`src/rtl/vrirq_pkg.sv`:
```
// types, codes and chip model tables for the raster irq register block
// no dependencies; used by the store, core and checker files of the block
package vrirq_pkg;

    // request opcodes
    localparam logic [1:0] OP_TICK  = 2'd0;
    localparam logic [1:0] OP_READ  = 2'd1;
    localparam logic [1:0] OP_WRITE = 2'd2;

    // register addresses
    localparam logic [7:0] ADDR_RASTER_HI   = 8'h11;
    localparam logic [7:0] ADDR_RASTER_LO   = 8'h12;
    localparam logic [7:0] ADDR_IRQ_FLAGS   = 8'h19;
    localparam logic [7:0] ADDR_IRQ_MASK    = 8'h1a;
    localparam logic [7:0] ADDR_LAST_STORED = 8'h2e;
    localparam logic [7:0] ADDR_LAST_REG    = 8'h3f;

    // chip models
    localparam logic [1:0] MODEL_262_LINES = 2'd0;
    localparam logic [1:0] MODEL_263_LINES = 2'd1;
    localparam logic [1:0] MODEL_312_LINES = 2'd2;

    localparam int         DEF_REG_COUNT  = 64;
    localparam logic [1:0] DEF_CHIP_MODEL = MODEL_312_LINES;

    typedef struct packed {
        logic [1:0] opcode;
        logic [7:0] addr;
        logic [7:0] wdata;
    } t_in_item;

    typedef struct packed {
        logic [7:0] read_data;
        logic       irq_out;
    } t_out_item;

    // cycles in one raster line
    function automatic logic [6:0] cycles_per_line(input logic [1:0] model);
        logic [6:0] res;
        case (model)
            MODEL_262_LINES: res = 7'd64;
            MODEL_263_LINES: res = 7'd65;
            default:         res = 7'd63;
        endcase
        return res;
    endfunction

    // raster lines in one frame
    function automatic logic [8:0] lines_per_frame(input logic [1:0] model);
        logic [8:0] res;
        case (model)
            MODEL_262_LINES: res = 9'd262;
            MODEL_263_LINES: res = 9'd263;
            default:         res = 9'd312;
        endcase
        return res;
    endfunction

endpackage

```
`src/rtl/vrirq_store.sv`:
```
// byte register store with per-entry valid bits and write-to-read bypass
// depends on vrirq_pkg
module vrirq_store import vrirq_pkg::*; #(
    parameter int REG_COUNT = DEF_REG_COUNT
) (
    input  logic                         i_clk,
    input  logic                         i_rst_n,
    input  logic                         i_wr_en,
    input  logic [$clog2(REG_COUNT)-1:0] i_wr_addr,
    input  logic [7:0]                   i_wr_data,
    input  logic                         i_rd_en,
    input  logic [$clog2(REG_COUNT)-1:0] i_rd_addr,
    output logic [7:0]                   o_rd_data
);

    logic [7:0]           r_mem [REG_COUNT];
    logic [REG_COUNT-1:0] r_valid;
    logic [7:0]           r_q;
    logic                 r_q_valid;
    logic                 r_fwd;
    logic [7:0]           r_fwd_data;

    // storage array, registered read
    always_ff @(posedge i_clk) begin
        if (i_wr_en) begin
            r_mem[i_wr_addr] <= i_wr_data;
        end
        if (i_rd_en) begin
            r_q <= r_mem[i_rd_addr];
        end
    end

    // valid bits stand in for the cleared reset contents
    always_ff @(posedge i_clk) begin
        if (!i_rst_n) begin
            r_valid   <= '0;
            r_q_valid <= 1'b0;
            r_fwd     <= 1'b0;
        end else begin
            if (i_wr_en) begin
                r_valid[i_wr_addr] <= 1'b1;
            end
            if (i_rd_en) begin
                r_q_valid <= r_valid[i_rd_addr];
                r_fwd     <= i_wr_en && (i_wr_addr == i_rd_addr);
            end
        end
    end

    // bypass data for a read that meets a write of the same entry
    always_ff @(posedge i_clk) begin
        if (i_rd_en) begin
            r_fwd_data <= i_wr_data;
        end
    end

    assign o_rd_data = r_fwd ? r_fwd_data : (r_q_valid ? r_q : 8'h00);

endmodule

```
`src/rtl/video_raster_irq_registers_core.sv`:
```
// raster counter with raster-compare interrupt behind a 64-address register bus
// accepted requests are held in the stage register, then results in the result register
// throughput: one request per cycle unless the output stalls; both registers form the pipe
// reset (synchronous, active low): model 312 lines, counters at the last cycle and line,
// flags, mask and compare cleared; store entries read zero via valid bits, no clearing pass
// depends on vrirq_pkg and vrirq_store
module video_raster_irq_registers_core import vrirq_pkg::*; #(
    parameter int REG_COUNT = DEF_REG_COUNT
) (
    input  logic       i_clk,
    input  logic       i_rst_n,
    input  logic       i_in_valid,
    output logic       o_in_stall,
    input  t_in_item   i_in_data,
    output logic       o_out_valid,
    input  logic       i_out_stall,
    output t_out_item  o_out_data,
    input  logic       i_cfg_valid,
    output logic       o_cfg_ready,
    input  logic [1:0] i_cfg_data
);

    localparam int AW = $clog2(REG_COUNT);
    localparam logic [7:0] STORE_END = 8'(REG_COUNT);

    logic [1:0] r_chip_model;
    logic       r_s1_valid;
    t_in_item   r_s1;
    logic       r_out_valid;
    t_out_item  r_out;
    logic [6:0] r_line_cycle;
    logic [8:0] r_line_number;
    logic [8:0] r_compare;
    logic [3:0] r_flag_low;
    logic       r_flag_req;
    logic [3:0] r_mask;

    logic [6:0] n_line_cycle;
    logic [8:0] n_line_number;
    logic [8:0] n_compare;
    logic [3:0] n_flag_low;
    logic       n_flag_req;
    logic [3:0] n_mask;
    t_out_item  n_out;

    logic       in_accept;
    logic       s1_adv;
    logic       in_store_in;
    logic       s1_in_store;
    logic [7:0] store_rd;
    logic [6:0] cpl;
    logic [8:0] lpf;
    logic [6:0] cyc_inc;
    logic [8:0] line_inc;
    logic [3:0] low_tmp;
    logic [7:0] rd;

    // handshake
    assign s1_adv      = r_s1_valid && (!r_out_valid || !i_out_stall);
    assign o_in_stall  = r_s1_valid && !s1_adv;
    assign in_accept   = i_in_valid && !o_in_stall;
    assign o_out_valid = r_out_valid;
    assign o_out_data  = r_out;
    assign o_cfg_ready = 1'b1;

    assign in_store_in = i_in_data.addr < STORE_END;
    assign s1_in_store = r_s1.addr < STORE_END;

    // register store
    vrirq_store #(
        .REG_COUNT (REG_COUNT)
    ) u_store (
        .i_clk     (i_clk),
        .i_rst_n   (i_rst_n),
        .i_wr_en   (s1_adv && (r_s1.opcode == OP_WRITE) && s1_in_store),
        .i_wr_addr (r_s1.addr[AW-1:0]),
        .i_wr_data (r_s1.wdata),
        .i_rd_en   (in_accept),
        .i_rd_addr (in_store_in ? i_in_data.addr[AW-1:0] : AW'(0)),
        .o_rd_data (store_rd)
    );

    assign cpl      = cycles_per_line(r_chip_model);
    assign lpf      = lines_per_frame(r_chip_model);
    assign cyc_inc  = r_line_cycle + 7'd1;
    assign line_inc = r_line_number + 9'd1;

    // read mux
    always_comb begin
        if (r_s1.addr > ADDR_LAST_REG) begin
            rd = 8'h00;
        end else if (r_s1.addr > ADDR_LAST_STORED) begin
            rd = 8'hff;
        end else begin
            case (r_s1.addr)
                ADDR_RASTER_HI: rd = {r_line_number[8], 7'd0};
                ADDR_RASTER_LO: rd = r_line_number[7:0];
                ADDR_IRQ_FLAGS: rd = {r_flag_req, 3'd0, r_flag_low};
                ADDR_IRQ_MASK:  rd = {4'hf, r_mask};
                default:        rd = s1_in_store ? store_rd : 8'h00;
            endcase
        end
    end

    // request execution
    always_comb begin
        n_line_cycle  = r_line_cycle;
        n_line_number = r_line_number;
        n_compare     = r_compare;
        n_flag_low    = r_flag_low;
        n_flag_req    = r_flag_req;
        n_mask        = r_mask;
        low_tmp       = 4'd0;
        n_out.read_data = 8'h00;
        case (r_s1.opcode)
            OP_TICK: begin
                if (cyc_inc >= cpl) begin
                    n_line_cycle  = 7'd0;
                    n_line_number = (line_inc >= lpf) ? 9'd0 : line_inc;
                end else begin
                    n_line_cycle = cyc_inc;
                end
                // raster compare hit at the first cycle of the line
                if ((n_line_cycle == 7'd0) && (r_compare < lpf)
                    && (n_line_number == r_compare)) begin
                    n_flag_low = r_flag_low | 4'b0001;
                    if ((r_mask & n_flag_low) != 4'd0) begin
                        n_flag_req = 1'b1;
                    end
                end
            end
            OP_READ: begin
                n_out.read_data = rd;
            end
            OP_WRITE: begin
                case (r_s1.addr)
                    ADDR_RASTER_HI: n_compare[8] = r_s1.wdata[7];
                    ADDR_RASTER_LO: n_compare[7:0] = r_s1.wdata;
                    ADDR_IRQ_FLAGS: begin
                        // acknowledge; request drops once no flag is left
                        low_tmp    = r_flag_low & ~r_s1.wdata[3:0];
                        n_flag_low = low_tmp;
                        n_flag_req = r_flag_req && (low_tmp != 4'd0);
                    end
                    ADDR_IRQ_MASK: begin
                        n_mask = r_s1.wdata[3:0];
                        if ((r_s1.wdata[3:0] & r_flag_low) == 4'd0) begin
                            n_flag_low = 4'd0;
                            n_flag_req = 1'b0;
                        end else begin
                            n_flag_req = 1'b1;
                        end
                    end
                    default: begin
                    end
                endcase
            end
            default: begin
            end
        endcase
        n_out.irq_out = n_flag_req;
    end

    // control and architectural state
    always_ff @(posedge i_clk) begin
        if (!i_rst_n) begin
            r_chip_model  <= DEF_CHIP_MODEL;
            r_s1_valid    <= 1'b0;
            r_out_valid   <= 1'b0;
            r_line_cycle  <= cycles_per_line(DEF_CHIP_MODEL) - 7'd1;
            r_line_number <= lines_per_frame(DEF_CHIP_MODEL) - 9'd1;
            r_compare     <= 9'd0;
            r_flag_low    <= 4'd0;
            r_flag_req    <= 1'b0;
            r_mask        <= 4'd0;
        end else begin
            if (i_cfg_valid && o_cfg_ready) begin
                r_chip_model <= i_cfg_data;
            end
            if (in_accept) begin
                r_s1_valid <= 1'b1;
            end else if (s1_adv) begin
                r_s1_valid <= 1'b0;
            end
            if (s1_adv) begin
                r_out_valid   <= 1'b1;
                r_line_cycle  <= n_line_cycle;
                r_line_number <= n_line_number;
                r_compare     <= n_compare;
                r_flag_low    <= n_flag_low;
                r_flag_req    <= n_flag_req;
                r_mask        <= n_mask;
            end else if (r_out_valid && !i_out_stall) begin
                r_out_valid <= 1'b0;
            end
        end
    end

    // payload registers
    always_ff @(posedge i_clk) begin
        if (in_accept) begin
            r_s1 <= i_in_data;
        end
        if (s1_adv) begin
            r_out <= n_out;
        end
    end

endmodule

```
`config.mk`:
```
export PLATFORM = sky130hd
export DESIGN_NAME = video_raster_irq_registers_core
export DESIGN_NICKNAME = d
export VERILOG_FILES = /design/src/rtl/vrirq_pkg.sv /design/src/rtl/vrirq_store.sv /design/src/rtl/video_raster_irq_registers_core.sv
export SDC_FILE = /design/constraint.sdc
export NUM_CORES = 1
export LEC_CHECK = 0
export ABC_AREA = 0
export BUFFER_PORTS_ARGS = -buffer_cell sky130_fd_sc_hd__buf_2
export CORE_ASPECT_RATIO = 0.8
export CORE_MARGIN = 4
export CORE_UTILIZATION = 35
export CTS_CLUSTER_DIAMETER = 120
export DETAILED_ROUTE_END_ITERATION = 12
export GPL_ROUTABILITY_DRIVEN = 0
export SLEW_MARGIN = 5
export SYNTH_ARGS = -nofsm -noshare
export SYNTH_HDL_FRONTEND = slang
export SYNTH_SLANG_ARGS = --single-unit
```
`constraint.sdc`:
```
create_clock -name i_clk -period 8 [get_ports i_clk]
set_input_delay 1.6 -clock i_clk [delete_from_list [all_inputs] [get_ports i_clk]]
set_output_delay 1.6 -clock i_clk [all_outputs]
set_load 0.01 [all_outputs]
```
Word-level counts from Yosys, hierarchy flattened:

Memory sizes are Yosys's and may differ from the RTL's. A register that Yosys moved wholly into a read port is not among the register bits.
Cells that the tools add are included.

* register bits after elaboration: 139
* RAM bits: 512
* input port bits: 25
* output and inout port bits: 12
* word-level logic and storage cells: 118
* memories kept: 1

* add/subtract/negate cells: 2
* $lt $le $gt $ge: 10
* equal/unequal tests: 13
* muxes and demuxes: 32
* bitwise gates (word level): 7
* reductions and logical operators: 33

Memories
* u_store.r_mem: depth 64, width 8, read ports 1, clocked after Yosys merged registers in 1, wr ports 1, RTL line vrirq_store.sv:16 `logic [7:0] r_mem [REG_COUNT];`

Operators with widths (count)
* 64-bit bitwise OR: 1
* 8-bit by 5-bit == test with 1-bit output, second input constant: 4
* 8-bit two-way mux: 4
* 8-bit one-hot mux with 4 select lines: 1
* 9-bit two-way mux: 3
* 8-bit by 6-bit greater-than comparator with 1-bit output, second input constant: 2
* 8-bit by 7-bit less-than comparator with 1-bit output, second input constant: 2
* 4-bit one-hot mux with 2 select lines: 2
* 6-bit by 7-bit less-than comparator with 1-bit output, second input constant: 2
* 7-bit two-way mux: 2
* 7-bit one-hot mux with 2 select lines: 1
* 4-bit bitwise AND: 3
* 1-bit two-way mux: 12
* 6-bit one-hot mux with 2 select lines: 1
* 1-bit logical AND: 11
* 5-bit AND reduction: 2
* 9-bit by 1-bit adder with 9-bit output, second input constant: 1
* 9-bit == test: 1
* 9-bit greater-or-equal comparator: 1
* 9-bit less-than comparator: 1
* 3-bit AND reduction: 3
* 2-bit nonzero test: 4
* 4-bit nonzero test: 2
* 7-bit by 1-bit adder with 7-bit output, second input constant: 1
* other kinds (22): 30

Depth between registers and ports, before layout:

Gate-level depths: netlist of the first run.

* depth after elaboration: 10
* depth in mapped cells: 14
* gate-level depth less buffers: 12

By module:

Synthesis of the first run repeated with hierarchy kept, for this count alone.

* cell total of the unflattened synthesis: 1518
* area, all modules: 26872.0 um^2

Modules (own cells, without submodules)
* vrirq_store: times used 1, cells an instance 1066, area an instance 22866.9 um^2, seq. area each 17176.5 um^2
* video_raster_irq_registers_core: times used 1, cells an instance 452, area an instance 4005.1 um^2, seq. area each 1571.5 um^2

Worst setup path before layout of the first run:

Ideal clock, no wire load.

* kind: input to register
* start: in i_in_data[15] (netlist name)
* end: reg u_store.r_q[0], read port of u_store.r_mem (data pin)
* setup time: 0.274 ns
* data arrival time: 3.914 ns
* data required time: 7.726 ns
* path slack: 3.812 ns
* stages on the path: 8
* path buffers: 2
* cells stage by stage: nor2_1 -> nand2_1 -> buf_2 -> buf_1 -> mux4_2 -> mux4_2 -> nand2_1 -> a31oi_1

* cells in the longest elaborated chain, start to end: 2

Ends and longest elaborated chain
* from (decl): RTL line video_raster_irq_registers_core.sv:14 `input t_in_item i_in_data,`
* 8-bit by 7-bit less-than comparator with 1-bit output: RTL line video_raster_irq_registers_core.sv:66 `assign in_store_in = i_in_data.addr < STORE_END;`
* 6-bit two-way mux: RTL line video_raster_irq_registers_core.sv:79 `.i_rd_addr (in_store_in ? i_in_data.addr[AW-1:0] : AW'(0)),`
* to (decl): RTL line vrirq_store.sv:18 `logic [7:0] r_q;`

Every way passes these cells.
A chain may end at the register's enable or synchronous reset.

Worst setup path after layout of the first run:

* start: in i_in_data[15] (netlist name)
* end: reg u_store.r_q[5], read port of u_store.r_mem (data pin)

The elaborated chain is that of the path after synthesis.

==> summary.txt, run 1 <==
================================================================================
Result of the run ................................................. finished, final reports clean
Avg Vias per Cell .................................................         5.67
Crit start category ............................................... primary input
Width of the chip .................................................       317 um
Slew @ Worst Pin ..................................................      1.21 ns
Filler cell count .................................................         6927
CP Data Arrival Time ..............................................      5.04 ns
Cell-by-cell listing of the critical path ......................... buf_2, nor2_1, nand2_4, mux4_2, mux4_2, and2_1, a211oi_1, a31oi_1
Upper clock frequency limit .......................................      214 MHz
Routed Antenna Nets ...............................................            0
Total track usage .................................................        0.161
Cell with the most instances after synthesis ...................... sky130_fd_sc_hd__edfxtp_1
Max Clock Skew ....................................................    0.0483 ns
Global-route wire length before repair ............................    101000 um
Count of different cell masters after synthesis ...................           83
Pin count of the biggest net entering global routing ..............          164
Vias in the first global route ....................................        15.5k
Maxcap violations .................................................            0
Unrepaired setup endpoints after global routing ...................        false
Post-CTS Hold Fix Bufs ............................................            0
Final Instance Area ...............................................  0.0300 mm^2
Count of flip-flops with a built-in enable after synthesis ........          555
Most used cell along the critical path ............................ sky130_fd_sc_hd__mux4_2
Async S/R FF share, synth .........................................            0
Register area .....................................................  0.0187 mm^2
Part of the cycle the worst path needs ............................        0.585
Final net count ...................................................         1754
Row count .........................................................           90
Placed instance area ..............................................  0.0279 mm^2
Core outline area .................................................  0.0757 mm^2
Clock root buffer master .......................................... sky130_fd_sc_hd__clkbuf_16
Final Hold Violating Endpoints ....................................            0
Detailed Route Iter0 Violations ...................................         1707
Diode count .......................................................            0
Lkg Pwr ...........................................................   0.00936 uW
Maximum fanout along the worst path ...............................           86
DRT Wirelength ....................................................     67600 um
Synthesis-to-finish area growth ...................................        12.0%
Max-slew violation count ..........................................            0
Number of failing setup endpoints in the final timing report ......            0
Synth warnings ....................................................            0
Longest Clk Path Bufs .............................................            3
CP peak stage delay ...............................................      0.74 ns
Count of state elements after synthesis ...........................          659
CP max-delay cell ................................................. sky130_fd_sc_hd__mux4_2
Critical path class ...............................................    in -> reg
Mean post-synth cell area .........................................    15.5 um^2
Synthesized netlist net count .....................................         1763
Post-CTS Setup Repair Bufs ........................................            0
Top cells by area in the synthesized netlist ...................... sky130_fd_sc_hd__edfxtp_1, sky130_fd_sc_hd__mux4_2, sky130_fd_sc_hd__dfxtp_1
Shortest period the worst path allows .............................      4.68 ns
Fraction of final layout cells with drive strength greater than 1 .        0.164
Top-level port count ..............................................           37
Clock insertion delay at the later pin of the skew report .........      0.65 ns
PD cells ..........................................................  239 mW/mm^2
Commonest cells in the netlist .................................... sky130_fd_sc_hd__edfxtp_1, sky130_fd_sc_hd__nor2_1, sky130_fd_sc_hd__mux4_2, sky130_fd_sc_hd__dfxtp_1, sky130_fd_sc_hd__clkbuf_1
Total of buffers placed on input and output ports .................           35
Die Y-Extent ......................................................       256 um
Area occupied by multi-input gates ................................ 0.00748 mm^2
Sequential element share of the synthesized area ..................        0.699
Initial core utilization ..........................................        0.354
Top-area cell type share of the netlist area ......................        0.622
Post-detail-place hpwl ............................................     40800 um
CP Capture Type ...................................................     register
Post-Synthesis Cells ..............................................         1726
Total clock sinks .................................................          659
WL per Instance ...................................................      24.3 um
First-pass iteration count of the detailed router .................            5
CP Buf/Inv Count ..................................................            1
Top flip-flop cell by instance count after synthesis .............. sky130_fd_sc_hd__edfxtp_1
Total vias in the final route .....................................        15.8k
WP data required ..................................................      8.36 ns
Max_slew headroom .................................................        0.189
Die ar. ...........................................................  0.0811 mm^2
Dominant delay contributor by cell family on the critical path .... simple AND/OR/NAND/NOR gates
Kind of path behind the tightest hold check .......................   reg -> reg
Largest area contributor in the synthesized netlist ............... sky130_fd_sc_hd__edfxtp_1
Clock-pin slew on the worst setup and hold paths ..................      0.07 ns
CTS tree ..........................................................        built
Cell area after synthesis .........................................  0.0268 mm^2
Deepest level of the CTS H-tree ...................................            2
Num CTS Buffers ...................................................           59
Aggregate negative setup slack ....................................         0 ns
GRT overflow ......................................................            0
Post-detailed-route DRC marker count ..............................            0
Antenna violations before repair ..................................            0
IR drop worst, VDD ................................................     0.191 mV
Resize count post-CTS .............................................            0
================================================================================
-- cell usage in the layout (no fill, tap or decap), types with 4 or more instances in the layout --
master and n:
sky130_fd_sc_hd__o311ai_0 6, sky130_fd_sc_hd__o221ai_1 74, sky130_fd_sc_hd__mux4_2 108, sky130_fd_sc_hd__nor4_1 4, sky130_fd_sc_hd__edfxtp_1 555, sky130_fd_sc_hd__xor2_1 9
sky130_fd_sc_hd__nand4_1 7, sky130_fd_sc_hd__o21ai_0 96, sky130_fd_sc_hd__dfxtp_1 104, sky130_fd_sc_hd__o21a_1 63, sky130_fd_sc_hd__nand3_1 19, sky130_fd_sc_hd__nand2b_1 10
sky130_fd_sc_hd__or3_1 5, sky130_fd_sc_hd__ha_1 12, sky130_fd_sc_hd__nand2_1 88, sky130_fd_sc_hd__and2_1 16, sky130_fd_sc_hd__inv_1 17, sky130_fd_sc_hd__buf_4 18
sky130_fd_sc_hd__clkinv_2 10, sky130_fd_sc_hd__a211oi_1 10, sky130_fd_sc_hd__a21oi_1 48, sky130_fd_sc_hd__a22oi_1 13, sky130_fd_sc_hd__clkbuf_1 16, sky130_fd_sc_hd__a221oi_1 5
sky130_fd_sc_hd__buf_2 35, sky130_fd_sc_hd__clkbuf_16 60, sky130_fd_sc_hd__o211ai_1 8, sky130_fd_sc_hd__nor2b_1 7, sky130_fd_sc_hd__clkbuf_8 12, sky130_fd_sc_hd__nor2_1 113
sky130_fd_sc_hd__nor3_1 15, sky130_fd_sc_hd__or3b_2 4, sky130_fd_sc_hd__a221o_1 4, sky130_fd_sc_hd__o22ai_1 74, sky130_fd_sc_hd__a31oi_1 13, sky130_fd_sc_hd__bufinv_16 7
sky130_fd_sc_hd__xnor2_1 11, sky130_fd_sc_hd__and3_1 9, sky130_fd_sc_hd__nand3b_1 4
-- flip-flops by register name (all words and copies together), names as in the netlist, 2 cells and up --
register / cells
u_store.r_valid: 64
r_chip_model: 2
r_compare: 9
o_out_data: 9
u_store.r_mem: 512
r_s1: 18
r_mask: 4
u_store.r_q: 8
u_store.r_fwd_data: 8
r_flag_low: 4
r_line_number: 9
r_line_cycle: 7
-- logic make-up (layout without fill, tap and decap cells) --
logic type,Yosys count,after routing,synth area share
AOI/OAI and AO/OA,448,448,0.115
xor gates and xnor gates,20,20,0.00653
adders and majority gates,12,12,0.00560
buffers and inverters,146,188,0.0222
DFF,659,659,0.699
muxes,109,109,0.0911
other,1,1,0.000140
and+or+nand+nor,331,331,0.0606
-- final timing paths --
kind                                          from                               end  slack [ns]  cells after the start
hold / removal    u_store.r_valid[24]$_SDFFE_PN0P_  u_store.r_valid[24]$_SDFFE_PN0P_        0.46                      1
setup / recovery                     i_in_data[15]          u_store.r_q[5]$_DFFE_PP_        3.32                      8
setup reg to reg     r_line_number[0]$_SDFFE_PN1P_           o_out_data[0]$_DFFE_PP_        3.80                     10
hold reg to reg   u_store.r_valid[24]$_SDFFE_PN0P_  u_store.r_valid[24]$_SDFFE_PN0P_        0.46                      1
-- stage by stage --
stage	hold slack, ns	instances	util	power, uW	setup WS, ns
after global routing	0.478	2780	0.397	7400	3.08
after CTS	0.464	2780	0.397	7220	3.24
after global placement	0.443	2668	0.369	4220	2.59
after floorplan	0.432	1726	-	4090	3.81
final	0.462	2780	0.397	7170	3.32
after detailed placement	0.450	2668	0.369	4230	2.56
-- routing by layer --
| metal | GRT usage | vias up | share of wire |
|---|---|---|---|
| li1 | - | 6916 | - |
| met1 | 0.247 | 8171 | 0.46 |
| met2 | 0.240 | 579 | 0.44 |
| met3 | 0.0305 | 96 | 0.076 |
| met4 | 0.0349 | 0 | 0.019 |
| met5 | 0 | - | 0 |
-- report_power, final --
| group | total, uW | leakage (uW) | switching (uW) | internal (uW) |
|---|---|---|---|---|
| sequential | 3760 | 0.00585 | 23.6 | 3740 |
| combinational | 392 | 0.00249 | 260 | 132 |
| clock | 3020 | 0.00102 | 1280 | 1730 |
-- cell type report --
class / count / area share
inverters: 21 / 0.00271
well taps: 1012 / 0.0422
clock buffers: 88 / 0.0575
repair buffers: 55 / 0.0117
flip-flops and latches: 659 / 0.624
clock inverters: 24 / 0.0123
multi-input cells: 921 / 0.249
-- worst register-to-register path, cell delays in order (launching register included) --
cell	delay (ns)
sky130_fd_sc_hd__dfxtp_1	0.70
sky130_fd_sc_hd__ha_1	0.52
sky130_fd_sc_hd__nand3_1	0.33
sky130_fd_sc_hd__nor3_2	0.35
sky130_fd_sc_hd__xor2_1	0.24
sky130_fd_sc_hd__and2_1	0.40
sky130_fd_sc_hd__nor4_1	0.11
sky130_fd_sc_hd__nor4_1	0.50
sky130_fd_sc_hd__and2_1	0.23
sky130_fd_sc_hd__a41oi_1	0.15
sky130_fd_sc_hd__a221oi_1	0.42
Power figures use the tool's default switching activity.
==> inputs of run 2 (changes only) <==
==> constraint.sdc (replaced) <==
create_clock -name i_clk -period 4.1 [get_ports i_clk]
set_input_delay 0.82 -clock i_clk [delete_from_list [all_inputs] [get_ports i_clk]]
set_output_delay 0.82 -clock i_clk [all_outputs]
set_load 0.01 [all_outputs]
==> summary.txt, run 2 (same netlist as run 1, synthesis figures left out) <==
================================================================================
Aggregate negative setup slack ....................................         0 ns   unchanged
Routed Antenna Nets ...............................................            0   unchanged
Synthesis-to-finish area growth ...................................        14.4%
First-pass iteration count of the detailed router .................            6   +1
Post-detail-place hpwl ............................................     43200 um   +6.0%
Pin count of the biggest net entering global routing ..............          109   -34%
Worst Hold Path Cells .............................................            1   unchanged
PD cells ..........................................................  448 mW/mm^2   +88%
Die ar. ...........................................................  0.0811 mm^2   unchanged
Num CTS Buffers ...................................................           60   +1.7%
Row count .........................................................           90   unchanged
Deepest level of the CTS H-tree ...................................            2   unchanged
Resize count post-CTS .............................................            0   unchanged
Max-slew violation count ..........................................            0   unchanged
Post-CTS Setup Repair Bufs ........................................            0   unchanged
Post-detailed-route DRC marker count ..............................            0   unchanged
Result of the run ................................................. finished, final reports clean
Detailed Route Iter0 Violations ...................................         1765   +3.4%
Registers with the most flip-flops ................................ u_store.r_mem (512), u_store.r_valid (64), r_s1 (18)
Highest-count cells in the layout ignoring fill and taps .......... sky130_fd_sc_hd__edfxtp_1, sky130_fd_sc_hd__nor2_1, sky130_fd_sc_hd__mux4_2
Crit start category ...............................................     register
Clock insertion delay at the later pin of the skew report .........      0.63 ns   -0.02 ns
Register bank with the most flops ................................. u_store.r_mem
Shortest period the worst path allows .............................      3.83 ns
Kind of path behind the tightest hold check .......................    in -> reg
Commonest non-fill, non-tap cell in the layout .................... sky130_fd_sc_hd__edfxtp_1
Lkg Pwr ...........................................................   0.00982 uW   +4.9%
Filler cell count .................................................         6865   -0.90%
Min Hold Slack ....................................................     0.360 ns   -0.103 ns
Total of buffers placed on input and output ports .................           35   unchanged
Top-level port count ..............................................           37   unchanged
Maxcap violations .................................................            0   unchanged
Max_slew headroom .................................................        0.121   -0.0677
GRT overflow ......................................................            0   unchanged
Fraction of final layout cells with drive strength greater than 1 .        0.202   +0.0384
WP data required ..................................................      4.62 ns   -3.74 ns
Part of the cycle the worst path needs ............................        0.934
Routed wire length on met2 ........................................     30400 um   +1.7%
Longest Clk Path Bufs .............................................            3   unchanged
Max Clock Skew ....................................................    0.0255 ns   -0.0229 ns
Total track usage .................................................        0.163   +0.00116
Antenna violations before repair ..................................            1   +1
Launch instance of the worst min-delay path ....................... i_in_data[7]
Global-route wire length before repair ............................    102000 um   +0.95%
Register-to-register path setup slack .............................      0.27 ns   -3.53 ns
Die Y-Extent ......................................................       256 um   unchanged
Final net count ...................................................         1842   +5.0%
Number of cells on the worst reg-to-reg path ......................           10   unchanged
Number of failing setup endpoints in the final timing report ......            0   unchanged
DRT Wirelength ....................................................     67900 um   +0.49%
Avg Vias per Cell .................................................         5.63   -0.63%
Highest metal layer with signal wires .............................         met4
Post-CTS Hold Fix Bufs ............................................            0   unchanged
Critical path class ...............................................   reg -> reg
CTS tree ..........................................................        built
Core outline area .................................................  0.0757 mm^2   unchanged
Slew @ Worst Pin ..................................................      1.32 ns   +0.106 ns
Vias in the first global route ....................................        15.6k   +0.22%
Number of flip-flops under the largest register name ..............          512   unchanged
Post-route met1 wirelength ........................................     30900 um   -1.0%
Reg2Reg Capture Point ............................................. r_flag_low[0]$_SDFFE_PN0P_
Reg-to-Reg Start .................................................. r_line_number[0]$_SDFFE_PN1P_
Initial core utilization ..........................................        0.354   unchanged
CP Data Arrival Time ..............................................      4.35 ns   -0.69 ns
Clock root buffer master .......................................... sky130_fd_sc_hd__clkbuf_16
Total vias in the final route .....................................        16.2k   +2.6%
Unrepaired setup endpoints after global routing ...................        false
Maximum fanout along the worst path ...............................           14   -84%
Final Hold Violating Endpoints ....................................            0   unchanged
WL per Instance ...................................................      23.7 um   -2.7%
Upper clock frequency limit .......................................      261 MHz
CP Capture Type ...................................................     register
Total clock sinks .................................................          659   unchanged
Width of the chip .................................................       317 um   unchanged
IR drop worst, VDD ................................................     0.349 mV   +83%
Routed wire length on met3 ........................................      5310 um   +3.2%
Worst min-delay path endpoint ..................................... r_s1[7]$_DFFE_PP_
Clock-pin slew on the worst setup and hold paths ..................      0.07 ns   about the same
================================================================================
==> run 2: layout make-up <==
class                   instances  area (um^2)  area share
flip-flops and latches        659        18700       0.611
clock buffers                  82         1640      0.0536
clock inverters                32          330      0.0108
well taps                    1012         1270      0.0413
multi-input cells             921         7480       0.244
repair buffers                142         1120      0.0364
inverters                      21         81.3     0.00265
diodes                          1         2.50   0.0000816
==> run 2: worst max-delay path by stage <==
stage                                   from                         end  cells after the start
2_1_floorplan   r_chip_model[1]$_SDFFE_PN1P_  r_flag_low[0]$_SDFFE_PN0P_                     12
3_3_place_gp                   i_in_data[15]    u_store.r_q[2]$_DFFE_PP_                      9
3_5_place_dp   r_line_number[0]$_SDFFE_PN1P_  r_flag_low[0]$_SDFFE_PN0P_                     10
4_1_cts        r_line_number[0]$_SDFFE_PN1P_  r_flag_low[0]$_SDFFE_PN0P_                     10
5_1_grt        r_line_number[0]$_SDFFE_PN1P_  r_flag_low[0]$_SDFFE_PN0P_                     10
6_report       r_line_number[0]$_SDFFE_PN1P_  r_flag_low[0]$_SDFFE_PN0P_                     10
==> run 2: per-stage QoR <==
stage / power (uW) / worst slack, ns / std cells / util / instance area (um^2)
5_1_grt: 14200 / 0.0842 / 2869 / 0.405 / 30700
3_5_place_dp: 8270 / 0.352 / 2755 / 0.379 / 28700
2_1_floorplan: 7980 / 0.685 / 1726 / - / 26800
4_1_cts: 13900 / 0.325 / 2869 / 0.405 / 30700
3_3_place_gp: 8260 / 0.428 / 2755 / 0.379 / 28700
6_report: 13800 / 0.271 / 2870 / 0.405 / 30700
==> run 2: worst max-delay path, stage by stage (launching register included) <==
cell	delay, ns
sky130_fd_sc_hd__dfxtp_1	0.67
sky130_fd_sc_hd__ha_1	0.40
sky130_fd_sc_hd__ha_1	0.30
sky130_fd_sc_hd__a221o_1	0.31
sky130_fd_sc_hd__a221o_1	0.34
sky130_fd_sc_hd__o211a_2	0.22
sky130_fd_sc_hd__o311ai_1	0.47
sky130_fd_sc_hd__a32oi_1	0.19
sky130_fd_sc_hd__and2_1	0.19
sky130_fd_sc_hd__or4_1	0.48
sky130_fd_sc_hd__o2111a_1	0.15
==> run 2: power by group <==
group	switching, uW	leakage, uW	total [uW]	internal (uW)
clock network	2480	0.000970	5620	3140
logic	498	0.00300	775	277
registers	63.3	0.00585	7360	7300
==> run 2: per-layer routing <==
layer	vias up	GRT usage
li1	7106	-
met2	612	0.242
met1	8364	0.244
met3	88	0.0375
met5	-	0
met4	0	0.0358
==> inputs of run 3 (changes only) <==
--- a/config.mk
+++ b/config.mk
@@ -5,7 +5,7 @@
 export SDC_FILE = /design/constraint.sdc
 export NUM_CORES = 1
 export LEC_CHECK = 0
-export ABC_AREA = 0
+export ABC_AREA = 1
 export BUFFER_PORTS_ARGS = -buffer_cell sky130_fd_sc_hd__buf_2
 export CORE_ASPECT_RATIO = 0.8
 export CORE_MARGIN = 4
@@ -17,3 +17,4 @@
 export SYNTH_ARGS = -nofsm -noshare
 export SYNTH_HDL_FRONTEND = slang
 export SYNTH_SLANG_ARGS = --single-unit
+export TNS_END_PERCENT = 10
==> summary.txt, run 3 <==
================================================================================
Result of the run ................................................. finished, final reports clean
Core outline area .................................................  0.0759 mm^2   +0.30%
Post-detail-place hpwl ............................................     47400 um   +9.8%
Post-Synthesis Cells ..............................................         2334   +35%
Registers with the most flip-flops ................................ u_store.r_mem (512), u_store.r_valid (64), r_s1 (18)
Mean post-synth cell area .........................................    11.6 um^2   -26%
Count of state elements after synthesis ...........................          659   unchanged
Avg Vias per Cell .................................................         5.52   -2.1%
Top-level port count ..............................................           37   unchanged
IR drop worst, VDD ................................................     0.253 mV   -27%
Shortest period the worst path allows .............................      3.38 ns   -0.446 ns
Synthesized netlist net count .....................................         2371   +34%
Die Y-Extent ......................................................       256 um   +0.32%
Synthesis-to-finish area growth ...................................        14.9%
Initial core utilization ..........................................        0.356   +0.00129
Longest Clk Path Bufs .............................................            3   unchanged
Crit start category ...............................................     register
Maximum fanout along the worst path ...............................           17   +3
Critical path class ...............................................   reg -> reg
Count of different cell masters after synthesis ...................           45   -46%
Number of flip-flops under the largest register name ..............          512   unchanged
Clock insertion delay at the later pin of the skew report .........      0.60 ns   -0.03 ns
CP Data Arrival Time ..............................................      3.81 ns   -0.54 ns
GRT overflow ......................................................            0   unchanged
Width of the chip .................................................       318 um   +0.32%
Reg-to-Reg Start .................................................. r_line_cycle[0]$_SDFFE_PN0P_
Die ar. ...........................................................  0.0816 mm^2   +0.64%
Slew @ Worst Pin ..................................................      1.32 ns   -0.000316 ns
Total of buffers placed on input and output ports .................           35   unchanged
Upper clock frequency limit .......................................      296 MHz   +13%
Maxcap violations .................................................            0   unchanged
Total vias in the final route .....................................        19.1k   +18%
WP data required ..................................................      4.53 ns   -0.09 ns
Count of flip-flops with a built-in enable after synthesis ........          555   unchanged
Pin count of the biggest net entering global routing ..............          126   +16%
Clock root buffer master .......................................... sky130_fd_sc_hd__clkbuf_16
Clock-pin slew on the worst setup and hold paths ..................      0.06 ns   about the same
Launch instance of the worst min-delay path ....................... i_in_data[0]
Post-CTS Hold Fix Bufs ............................................            0   unchanged
Synth warnings ....................................................            0   unchanged
WL per Instance ...................................................      22.4 um   -5.3%
Top-area cell type share of the netlist area ......................        0.618   -0.00409
Max_slew headroom .................................................        0.122   +0.000211
Highest-count cells in the layout ignoring fill and taps .......... sky130_fd_sc_hd__edfxtp_1, sky130_fd_sc_hd__nor2_1, sky130_fd_sc_hd__o21ai_0
First-pass iteration count of the detailed router .................            6   unchanged
Vias in the first global route ....................................        18.3k   +17%
Largest area contributor in the synthesized netlist ............... sky130_fd_sc_hd__edfxtp_1
Commonest cells in the netlist .................................... sky130_fd_sc_hd__edfxtp_1, sky130_fd_sc_hd__nor2_1, sky130_fd_sc_hd__o21ai_0, sky130_fd_sc_hd__clkbuf_1, sky130_fd_sc_hd__inv_1
PD cells ..........................................................  467 mW/mm^2   +4.1%
Cell with the most instances after synthesis ...................... sky130_fd_sc_hd__edfxtp_1
Lkg Pwr ...........................................................    0.0106 uW   +8.3%
Deepest level of the CTS H-tree ...................................            3   +1
Top flip-flop cell by instance count after synthesis .............. sky130_fd_sc_hd__edfxtp_1
Num CTS Buffers ...................................................           66   +10%
Total track usage .................................................        0.184   +0.0219
Aggregate negative setup slack ....................................         0 ns   unchanged
DRT Wirelength ....................................................     77600 um   +14%
Antenna violations before repair ..................................            1   unchanged
Top cells by area in the synthesized netlist ...................... sky130_fd_sc_hd__edfxtp_1, sky130_fd_sc_hd__dfxtp_1, sky130_fd_sc_hd__nor2_1
Routed Antenna Nets ...............................................            0   unchanged
Post-CTS Setup Repair Bufs ........................................            0   unchanged
Async S/R FF share, synth .........................................            0   unchanged
Unrepaired setup endpoints after global routing ...................        false
Final net count ...................................................         2433   +32%
CTS tree ..........................................................        built
Final Hold Violating Endpoints ....................................            0   unchanged
Commonest non-fill, non-tap cell in the layout .................... sky130_fd_sc_hd__edfxtp_1
Setup crit start .................................................. r_line_cycle[0]$_SDFFE_PN0P_
Sequential element share of the synthesized area ..................        0.695   -0.00460
Post-detailed-route DRC marker count ..............................            0   unchanged
Detailed Route Iter0 Violations ...................................         2407   +36%
Register bank with the most flops ................................. u_store.r_mem
Kind of path behind the tightest hold check .......................    in -> reg
Part of the cycle the worst path needs ............................        0.825   -0.109
Max Clock Skew ....................................................    0.0172 ns   -0.00826 ns
Row count .........................................................           90   unchanged
Min Hold Slack ....................................................     0.397 ns   +0.0375 ns
Number of failing setup endpoints in the final timing report ......            0   unchanged
Filler cell count .................................................         7130   +3.9%
Cell area after synthesis .........................................  0.0270 mm^2   +0.66%
Fraction of final layout cells with drive strength greater than 1 .        0.108   -0.0943
Max-slew violation count ..........................................            0   unchanged
CP Capture Type ...................................................     register
Resize count post-CTS .............................................            0   unchanged
Total clock sinks .................................................          659   unchanged
Global-route wire length before repair ............................    116000 um   +14%
================================================================================
run 3: metal layers:
layer	track usage	routed length [um]	vias up
li1	-	-	8630
met1	0.275	35000	9445
met2	0.270	33600	894
met3	0.0401	7070	134
met4	0.0541	1970	0
met5	0	0	-
run 3: worst paths after layout:
path                                      endpoint  slack, ns  cells past startpoint
setup reg to reg           o_out_data[0]$_DFFE_PP_       0.72                     26
setup / recovery           o_out_data[0]$_DFFE_PP_       0.72                     26
hold reg to reg   u_store.r_valid[26]$_SDFFE_PN0P_       0.46                      2
hold / removal                   r_s1[0]$_DFFE_PP_       0.40                      1
run 3: cell type report:
| class | count | area, um^2 | area share |
|---|---|---|---|
| sequential | 659 | 18700 | 0.605 |
| inverter | 140 | 532 | 0.0171 |
| clock buffer | 99 | 1970 | 0.0637 |
| antenna | 1 | 2.50 | 0.0000807 |
| tap | 1012 | 1270 | 0.0408 |
| timing repair buffer | 136 | 1060 | 0.0341 |
| multi-input combinational | 1393 | 7180 | 0.232 |
| clock inverter | 23 | 241 | 0.00779 |
run 3: cell families after synthesis:
family | after synthesis | synth area share
and+or+nand+nor | 706 | 0.108
other | 1 | 0.000139
buffers and inverters | 282 | 0.0400
AOI/OAI and AO/OA | 667 | 0.149
DFF | 659 | 0.695
xor gates and xnor gates | 7 | 0.00255
adders and majority gates | 12 | 0.00556
run 3: report_power, final:
group	internal, uW	total [uW]	switching [uW]
Sequential	7300	7360	59.9
Combinational	240	905	665
Clock	3660	6200	2540
run 3: critical path, cell delays in order, from the launching register on:
cell and delay [ns]:
sky130_fd_sc_hd__dfxtp_1 0.42, sky130_fd_sc_hd__ha_1 0.22, sky130_fd_sc_hd__nand2_2 0.09, sky130_fd_sc_hd__nor2_4 0.11, sky130_fd_sc_hd__xnor2_1 0.19, sky130_fd_sc_hd__inv_1 0.08
sky130_fd_sc_hd__ha_1 0.30, sky130_fd_sc_hd__nand3_1 0.08, sky130_fd_sc_hd__nor2_1 0.09, sky130_fd_sc_hd__nand2_1 0.06, sky130_fd_sc_hd__nand2_1 0.05, sky130_fd_sc_hd__nand2_1 0.04
sky130_fd_sc_hd__nand2_1 0.11, sky130_fd_sc_hd__nand2_4 0.09, sky130_fd_sc_hd__nand2_8 0.15, sky130_fd_sc_hd__inv_2 0.13, sky130_fd_sc_hd__nor2_1 0.11, sky130_fd_sc_hd__nand2_1 0.09
sky130_fd_sc_hd__o21ai_2 0.08, sky130_fd_sc_hd__nand2_1 0.06, sky130_fd_sc_hd__nand2_1 0.07, sky130_fd_sc_hd__nand2_1 0.06, sky130_fd_sc_hd__nor2_1 0.15, sky130_fd_sc_hd__nand3_1 0.10
sky130_fd_sc_hd__nand2_1 0.07, sky130_fd_sc_hd__nand2_1 0.06, sky130_fd_sc_hd__a22oi_1 0.15
run 3: per-stage QoR:
stage | cells | instance area, um^2 | setup WS, ns | util | total power, uW
6_report | 3463 | 31000 | 0.717 | 0.409 | 14500
5_1_grt | 3462 | 31000 | 0.422 | 0.409 | 14900
4_1_cts | 3462 | 31000 | 0.754 | 0.409 | 14600
2_1_floorplan | 2334 | 27000 | 1.31 | - | 8030
3_5_place_dp | 3340 | 28800 | 0.487 | 0.379 | 8400
3_3_place_gp | 3340 | 28800 | 0.524 | 0.379 | 8380
